### config.mk
export PLATFORM = sky130hd
export DESIGN_NAME = bwl_ctrl
export DESIGN_NICKNAME = d
export VERILOG_FILES = /design/src/hw/rtl/bwl_pkg.sv /design/src/hw/rtl/bwl_ctrl.sv
export SDC_FILE = /design/constraint.sdc
export NUM_CORES = 1
export LEC_CHECK = 0
export BUFFER_PORTS_ARGS = -buffer_cell sky130_fd_sc_hd__buf_2
export CAP_MARGIN = 15
export CORE_AREA = 3 3 74 62
export CTS_BUF_LIST = sky130_fd_sc_hd__clkbuf_16
export DETAILED_ROUTE_END_ITERATION = 6
export DIE_AREA = 0 0 77 65
export PLACE_DENSITY = 0.66
export SLEW_MARGIN = 0
export SYNTH_ARGS = -nofsm -noshare
export SYNTH_HDL_FRONTEND = slang
export SYNTH_SLANG_ARGS = --single-unit
### constraint.sdc
create_clock -name clk_i -period 3.4 [get_ports clk_i]
set_input_delay 0.17 -clock clk_i [delete_from_list [all_inputs] [get_ports clk_i]]
set_output_delay 0.17 -clock clk_i [all_outputs]
set_load 0.005 [all_outputs]
### src/hw/rtl/bwl_pkg.sv
// ---------------------------------------------------------------------------
// bwl_pkg
// Shared widths, constants, command codes and control structs of the biquad.
// ---------------------------------------------------------------------------
`default_nettype none

package bwl_pkg;

  // widths
  localparam int unsigned SampleWidth = 32;
  localparam int unsigned TDataW      = ((SampleWidth + 7) / 8) * 8;
  localparam int unsigned CfgW        = 32;
  localparam int unsigned CoefW       = 32;
  localparam int unsigned XW          = 48;
  localparam int unsigned MulW        = ((SampleWidth > CoefW) ? SampleWidth : CoefW) + 1;
  localparam int unsigned ProdW       = 2 * MulW;
  localparam int unsigned WideW       = 128;
  localparam int unsigned RemW        = 96;
  localparam int unsigned QuoW        = 33;
  localparam int unsigned FracDrop    = 30;

  // register indexes
  localparam logic RegCutoff = 1'b0;
  localparam logic RegPeriod = 1'b1;
  localparam logic [CfgW-1:0] CutoffReset = 32'd6553600;
  localparam logic [CfgW-1:0] PeriodReset = 32'd4294967;

  // input kinds
  localparam logic [1:0] KindSample  = 2'd0;
  localparam logic [1:0] KindClear   = 2'd1;
  localparam logic [1:0] KindPreload = 2'd2;

  // coefficient constants
  localparam logic [31:0] K2500 = 32'd2500;
  localparam logic [31:0] K7071 = 32'd7071;
  localparam logic [WideW-1:0] KC = {64'd10000, 64'd0};
  localparam logic [WideW-1:0] KT = {64'd20000, 64'd0};

  // multiplier operand selects
  localparam logic [3:0] MsCp  = 4'd0;
  localparam logic [3:0] MsLl  = 4'd1;
  localparam logic [3:0] MsLh  = 4'd2;
  localparam logic [3:0] MsHh  = 4'd3;
  localparam logic [3:0] MsW0  = 4'd4;
  localparam logic [3:0] MsW1  = 4'd5;
  localparam logic [3:0] MsW2  = 4'd6;
  localparam logic [3:0] MsXl7 = 4'd7;
  localparam logic [3:0] MsXh7 = 4'd8;
  localparam logic [3:0] MsF0  = 4'd9;
  localparam logic [3:0] MsF1  = 4'd10;
  localparam logic [3:0] MsF2  = 4'd11;
  localparam logic [3:0] MsF3  = 4'd12;
  localparam logic [3:0] MsF4  = 4'd13;

  // store selects
  localparam logic [2:0] SsNone = 3'd0;
  localparam logic [2:0] SsX    = 3'd1;
  localparam logic [2:0] SsX2   = 3'd2;
  localparam logic [2:0] SsA    = 3'd3;
  localparam logic [2:0] SsB    = 3'd4;
  localparam logic [2:0] SsDen  = 3'd5;

  // divider ops
  localparam logic [2:0] DvNone  = 3'd0;
  localparam logic [2:0] DvLoad  = 3'd1;
  localparam logic [2:0] DvShift = 3'd2;
  localparam logic [2:0] DvInit  = 3'd3;
  localparam logic [2:0] DvStep  = 3'd4;
  localparam logic [2:0] DvStore = 3'd5;

  // history ops
  localparam logic [1:0] HsNone  = 2'd0;
  localparam logic [1:0] HsClr   = 2'd1;
  localparam logic [1:0] HsLoad  = 2'd2;
  localparam logic [1:0] HsShift = 2'd3;

  typedef struct packed {
    logic       mul_en;
    logic [3:0] mul_sel;
    logic       acc_clr;
    logic       acc_rnd;
    logic       acc_add;
    logic [1:0] acc_wsh;
    logic [2:0] st_sel;
    logic [2:0] dv_op;
    logic [1:0] dv_idx;
    logic [1:0] hs_op;
    logic       smp_ld;
    logic       out_ld;
  } bwl_cmd_t;

  typedef struct packed {
    logic norm_done;
    logic out_busy;
  } bwl_sts_t;

endpackage

`default_nettype wire

### src/hw/rtl/bwl_ctrl.sv
// ---------------------------------------------------------------------------
// bwl_ctrl
// Sequencer: coefficient derivation program, divider loop and filter steps.
// ---------------------------------------------------------------------------
`default_nettype none

module bwl_ctrl
  import bwl_pkg::*;
(
  input  logic       clk_i,
  input  logic       rst_ni,
  input  logic       cfg_we_i,
  input  logic       in_valid_i,
  input  logic [1:0] in_kind_i,
  output logic       in_ready_o,
  input  bwl_sts_t   sts_i,
  output bwl_cmd_t   cmd_o
);

  localparam logic [3:0] StIdle   = 4'd0;
  localparam logic [3:0] StDrv    = 4'd1;
  localparam logic [3:0] StDLoad  = 4'd2;
  localparam logic [3:0] StDShift = 4'd3;
  localparam logic [3:0] StDInit  = 4'd4;
  localparam logic [3:0] StDStep  = 4'd5;
  localparam logic [3:0] StDStore = 4'd6;
  localparam logic [3:0] StFilt   = 4'd7;
  localparam logic [3:0] StFin    = 4'd8;

  localparam logic [4:0] DrvLast  = 5'd18;
  localparam logic [4:0] DivLast  = 5'd31;
  localparam logic [4:0] FiltLast = 5'd5;
  localparam logic [1:0] CoefLast = 2'd3;

  logic [3:0] state_q, state_d;
  logic [4:0] step_q, step_d;
  logic [1:0] didx_q, didx_d;
  bwl_cmd_t   cmd;

  // next state and command decode
  always_comb begin
    cmd     = '0;
    state_d = state_q;
    step_d  = step_q;
    didx_d  = didx_q;
    case (state_q)
      StIdle: begin
        if (in_valid_i) begin
          case (in_kind_i)
            KindSample: begin
              cmd.smp_ld  = 1'b1;
              cmd.acc_clr = 1'b1;
              cmd.acc_rnd = 1'b1;
              step_d      = '0;
              state_d     = StFilt;
            end
            KindClear:   cmd.hs_op = HsClr;
            KindPreload: cmd.hs_op = HsLoad;
            default: ;
          endcase
        end
      end
      StDrv: begin
        // x, x^2, a = 2500 x^2, b = 7071 x << 32, den
        case (step_q)
          5'd0:  begin cmd.acc_clr = 1'b1; cmd.mul_en = 1'b1; cmd.mul_sel = MsCp; end
          5'd1:  cmd.acc_add = 1'b1;
          5'd2:  cmd.st_sel = SsX;
          5'd3:  begin cmd.acc_clr = 1'b1; cmd.mul_en = 1'b1; cmd.mul_sel = MsLl; end
          5'd4:  begin cmd.acc_add = 1'b1; cmd.mul_en = 1'b1; cmd.mul_sel = MsLh; end
          5'd5:  begin
            cmd.acc_add = 1'b1; cmd.acc_wsh = 2'd1; cmd.mul_en = 1'b1; cmd.mul_sel = MsLh;
          end
          5'd6:  begin
            cmd.acc_add = 1'b1; cmd.acc_wsh = 2'd1; cmd.mul_en = 1'b1; cmd.mul_sel = MsHh;
          end
          5'd7:  begin cmd.acc_add = 1'b1; cmd.acc_wsh = 2'd2; end
          5'd8:  cmd.st_sel = SsX2;
          5'd9:  begin cmd.acc_clr = 1'b1; cmd.mul_en = 1'b1; cmd.mul_sel = MsW0; end
          5'd10: begin cmd.acc_add = 1'b1; cmd.mul_en = 1'b1; cmd.mul_sel = MsW1; end
          5'd11: begin
            cmd.acc_add = 1'b1; cmd.acc_wsh = 2'd1; cmd.mul_en = 1'b1; cmd.mul_sel = MsW2;
          end
          5'd12: begin cmd.acc_add = 1'b1; cmd.acc_wsh = 2'd2; end
          5'd13: cmd.st_sel = SsA;
          5'd14: begin cmd.acc_clr = 1'b1; cmd.mul_en = 1'b1; cmd.mul_sel = MsXl7; end
          5'd15: begin cmd.acc_add = 1'b1; cmd.mul_en = 1'b1; cmd.mul_sel = MsXh7; end
          5'd16: begin cmd.acc_add = 1'b1; cmd.acc_wsh = 2'd1; end
          5'd17: cmd.st_sel = SsB;
          5'd18: cmd.st_sel = SsDen;
          default: ;
        endcase
        if (step_q == DrvLast) begin
          didx_d  = '0;
          state_d = StDLoad;
        end else begin
          step_d = step_q + 5'd1;
        end
      end
      StDLoad: begin
        cmd.dv_op  = DvLoad;
        cmd.dv_idx = didx_q;
        state_d    = StDShift;
      end
      StDShift: begin
        if (sts_i.norm_done) state_d = StDInit;
        else cmd.dv_op = DvShift;
      end
      StDInit: begin
        cmd.dv_op = DvInit;
        step_d    = '0;
        state_d   = StDStep;
      end
      StDStep: begin
        cmd.dv_op = DvStep;
        if (step_q == DivLast) state_d = StDStore;
        else step_d = step_q + 5'd1;
      end
      StDStore: begin
        cmd.dv_op  = DvStore;
        cmd.dv_idx = didx_q;
        if (didx_q == CoefLast) begin
          state_d = StIdle;
        end else begin
          didx_d  = didx_q + 2'd1;
          state_d = StDLoad;
        end
      end
      StFilt: begin
        // issue product k, accumulate product k-1
        cmd.acc_add = (step_q != 5'd0);
        cmd.mul_en  = (step_q != FiltLast);
        case (step_q)
          5'd0:    cmd.mul_sel = MsF0;
          5'd1:    cmd.mul_sel = MsF1;
          5'd2:    cmd.mul_sel = MsF2;
          5'd3:    cmd.mul_sel = MsF3;
          default: cmd.mul_sel = MsF4;
        endcase
        if (step_q == FiltLast) state_d = StFin;
        else step_d = step_q + 5'd1;
      end
      StFin: begin
        if (!sts_i.out_busy) begin
          cmd.out_ld = 1'b1;
          cmd.hs_op  = HsShift;
          state_d    = StIdle;
        end
      end
      default: state_d = StIdle;
    endcase
    // any register write restarts the derivation
    if (cfg_we_i) begin
      state_d = StDrv;
      step_d  = '0;
    end
  end

  always_ff @(posedge clk_i or negedge rst_ni) begin
    if (!rst_ni) begin
      state_q <= StDrv;
      step_q  <= '0;
      didx_q  <= '0;
    end else begin
      state_q <= state_d;
      step_q  <= step_d;
      didx_q  <= didx_d;
    end
  end

  assign in_ready_o = (state_q == StIdle);
  assign cmd_o      = cmd;

endmodule

`default_nettype wire

After elaboration in Yosys (flattened, before gate mapping)
Cells that the tools add are included.

word-level totals
  bits in registers = 11
  bits in latches = 0
  bits in writable memories = 0
  bits in read-only memories = 0
  input port bits = 8
  output and inout bits = 23
  logic and storage cells = 107
  memories = 0

cells by class
  add/sub/neg operators = 2
  multipliers = 0
  div/mod/pow operators = 0
  magnitude comparators = 0
  equality and inequality tests = 43
  shift operators = 0
  muxes and demuxes = 44
  bitwise operators = 0
  reduce and logical (&&, ||, !) cells = 15

operator list
  operator            count
  $pmux 5 s9          1
  $eq 5x4->1 const B  8
  $pmux 4 s9          1
  $mux 5              7
  $mux 4              8
  $pmux 3 s5          2
  $ne 3x3->1 const B  9
  $pmux 5 s5          1
  $eq 5x3->1 const B  4
  $eq 5x5->1 const B  4
  $eq 4x3->1 const B  4
  $mux 2              8
  $pmux 2 s2          4
  $pmux 3 s4          1
  $eq 5x2->1 const B  2
  $pmux 5 s2          1
  $reduce_or 10->1    1
  $eq 4x2->1 const B  2
  $reduce_or 4->1     2
  $mux 1              7
  $reduce_and 7->1    1
  $reduce_and 6->1    1
  $reduce_bool 6->1   1
  $reduce_or 2->1     3
  other kinds (18)    21

Depth between registers and ports, before layout
  depth after elaboration = 5
  mapped depth = 8
  depth with buffers taken out = 7

Worst setup path after synthesis
OpenSTA, ideal clock, no wires.

  path type = flip-flop to flip-flop
  start = register step_q[0]
  end = register step_q[3]
  setup time = 0.131 ns
  data arrival time = 2.077 ns
  data required time = 3.269 ns
  path slack = 1.192 ns
  stages on the path, launching flop included = 9
  buffers on the path = 1
  period minus slack after synthesis = 2.208 ns
  cells stage by stage = dfrtp_1 > ha_1 > clkbuf_1 > and3_1 > ha_1 > a311oi_1 > a21oi_2 > o211a_1 > or3_1

on the way
  word-level cells in the longest chain between the ends = 4
  elaborated cells between the ends (all ways) = 13
  those cells by class = add/sub (1); eq/ne (6); mux (5); reduce/logical (1)

ends and longest elaborated chain
  element                    RTL line                                          RTL
  from (decl)                bwl_ctrl.sv:36                                    logic [4:0] step_q, step_d;
  from (signal assigned)     bwl_ctrl.sv:166                                   step_q <= step_d;
  $add 5x1->5                bwl_ctrl.sv:97, bwl_ctrl.sv:117, bwl_ctrl.sv:141
  $mux 5 (on tied branches)  bwl_ctrl.sv:140, bwl_ctrl.sv:93, bwl_ctrl.sv:116
  $pmux 5 s5                 bwl_ctrl.sv:46                                    case (state_q)
  $mux 5                     bwl_ctrl.sv:153                                   if (cfg_we_i) begin

Parallel ways exist; a longest one is shown, timed or not. The select of a mux whose other input is x is not followed.
A chain may end at the register's enable or synchronous reset.

==> impl_metrics.toml <==
[run_status]
outcome = "finished, final reports clean"

[finish]
nFillCells = 402
seq_area_um2 = 276.5
multi_input_area_um2 = 969.7
layout_common_cells = "buf_2, nor2_1, nand2_1, dfrtp_1, nor3_1"
final_nets = 215
syn_to_final_growth_pct = 15.75
final_common_cell = "buf_2"
drive_gt1_share_pct = 21.11
antennaDiodeCount = 0

[timing]
finalSetupViolCount = 0
fin_worst_skew_ns = 0.001786
relSlewSlack_pct = 57.13
timing.final.max_slew_violations = 0
fin_crit_ns = 2.332
tns_ns = 0
setup_slack_ns = 1.068
hold_viol_final = 0
fin_crit_sh_pct = 68.59
worst_slew_pin_slew_ns = 0.6430
fmax_mhz = 428.8
rsz0062_at_grt = "no"

[logic_synthesis]
syn_area_mm2 = 0.001366
ys_seq_area_share_pct = 20.24
synth-main-ff-cell = "dfrtp_1"
yosys_warnings = 0
synth_cell_types = 50
ys_seq_elements = 11
synth_nets = 198
syn_area_per_cell_um2 = 7.466
synth_cells = 183
synth_edf_count = 0
synthArstFlopShare_pct = 100.0

[drt]
drt_iter0_markers = 167
wl_per_cell_um = 13.46
drtAntennaViolNets = 0
drc_errors = 0
firstDrtPassIters = 5
vias = 1380
viasPerCell = 5.433
drt-total-wl_mm = 3.418

[clocking]
cts_buffers = 3
clock_latency_ns = 0.24
htreeDepth = 1
clockRootBuffer = "clkbuf_16"
cts.sinks = 11
cts_tree = "yes"
cts_max_path_buffers = 2
clk_pin_slew_worst_paths_ns = 0.04
postCtsSetupBuffers = 0

[min_path]
hold_path.class = "in2reg"
holdPathEnd = "state_q[3]"
whs_path_depth = 2
hp-start = "cfg_we_i"

[setup_path]
r2r_slack_ns = 1.07
crit_fanout = 17
cp.required_ns = 3.23
r2r-start = "step_q[0]"
startpoint_type = "register"
arrival_ns = 2.16
crit_start = "state_q[0]"
critPathKind = "reg2out"
r2r_end = "step_q[3]"
worstRegToRegCells = 7
cp-end-kind = "output pin"

[pwr]
peakVddDrop_uv = 188.4
power_uw = 1019
power_density_mw_per_mm2 = 644.5
p_leak_uw = 0.0007137

[floorplan]
die-area_mm2 = 0.005005
core.rowCount = 20
die_height_um = 65
start_util_pct = 35.69
core_mm2 = 0.003829
die_x_um = 77
ios = 31

[global_route]
grt_pass1_wl_mm = 5.706
grt_max_degree = 24
grt_usage_pct = 13.98
grt_remaining_overflow = 0
grt_pass1_vias = 1190
antenna_found_initial = 0

[placed_design]
portBuffers = 30
place_congestion = 0.8578
hpwl_mm = 2.494
place_ws_ns = 1.103

[job]
max_cap_viol_count = 0
[where the power goes]
part | leakage [uW] | switching [uW] | internal (uW) | total (uW)
Clock | 0.0000409 | 57.7 | 156 | 213
Sequential | 0.000148 | 74.9 | 157 | 232
Combinational | 0.000525 | 330 | 245 | 574
[how the worst max path moves through the flow]
stage,endpoint,depth (start not counted),slack [ns]
floorplan,step_q[3],8,1.19
global placement,step_q[3],7,1.14
detailed placement,step_q[3],7,1.10
CTS,cmd_o[14],5,1.06
global route,cmd_o[14],5,0.87
finish,cmd_o[14],5,1.07
[logic make-up (layout without fill, tap and decap cells)]
group	count (synthesis)	count (layout)	synth area share, %
AOI/OAI and AO/OA	46	46	24.82
xor gates and xnor gates	1	1	0.6411
adders and majority gates	7	7	6.410
buffers and inverters	26	42	8.790
DFF	11	11	20.24
muxes	5	5	3.663
and+or+nand+nor	87	87	35.44
[through the flow]
stage / hold WS [ns] / instance area, um^2 / utilization, % / instances
global placement: 0.04697 / 1491 / 38.95 / 249
global route: 0.2136 / 1582 / 41.31 / 254
CTS: 0.1990 / 1582 / 41.31 / 254
finish: 0.1974 / 1582 / 41.31 / 254
floorplan: -0.1256 / 1366 / - / 183
detailed placement: 0.05087 / 1491 / 38.95 / 249
[per-layer routing]
| layer | vias to the layer above | GRT usage (%) | part of all wire, % |
|---|---|---|---|
| met5 | - | 0 | 0 |
| met1 | 631 | 19.78 | 49 |
| met4 | 0 | 5.333 | 1.5 |
| met2 | 41 | 21.09 | 44 |
| met3 | 5 | 2.500 | 5.6 |
| li1 | 703 | - | - |
[registers in the layout (all words and copies together) (netlist names)]
| name | flops |
|---|---|
| didx_q | 2 |
| state_q | 4 |
| step_q | 5 |
[timing repair]
action | CTS | global route
hold endpoints to repair | 10 | 0
setup endpoints to repair | 0 | 0
gates resized for setup | 0 | 0
hold buffers | 1 | 0
[layout make-up]
type	instances	area share [%]
multi-input combinational	146	61.31
sequential	11	17.48
timing repair buffer	31	10.13
clock buffer	3	4.747
tap	55	4.351
inverter	7	1.661
clock inverter	1	0.3165
[critical path, cell delays in order (launching register included)]
cell and delay (ns):
dfstp_2 0.70, nand2b_1 0.25, nor3_1 0.41, o311ai_0 0.21
o221ai_1 0.20, buf_2 0.15
[cell usage after synthesis, types with 2 or more instances]
library cell | count | area share (%)
or3_1 | 6 | 2.7
nor3_1 | 9 | 3.3
and3_1 | 4 | 1.8
buf_2 | 5 | 1.8
nand2b_1 | 8 | 3.7
o21bai_1 | 2 | 1.1
o31ai_1 | 2 | 1.1
a31o_1 | 3 | 1.9
nor3b_1 | 3 | 1.6
clkbuf_1 | 9 | 2.5
nor2_1 | 24 | 6.6
o22ai_1 | 3 | 1.4
buf_4 | 2 | 1.1
a31oi_1 | 2 | 0.92
mux2i_1 | 5 | 3.7
ha_1 | 7 | 6.4
nor4_1 | 4 | 1.8
dfrtp_1 | 10 | 18
nor2b_1 | 3 | 1.4
inv_1 | 7 | 1.9
a21oi_1 | 7 | 2.6
a21o_1 | 2 | 1.1
o211ai_1 | 6 | 3.3
nor4b_2 | 2 | 2.2
nand2_1 | 16 | 4.4
o21ai_0 | 3 | 1.1
o21ai_1 | 3 | 1.1
o32ai_1 | 4 | 2.6
Power figures use the tool's default switching activity.
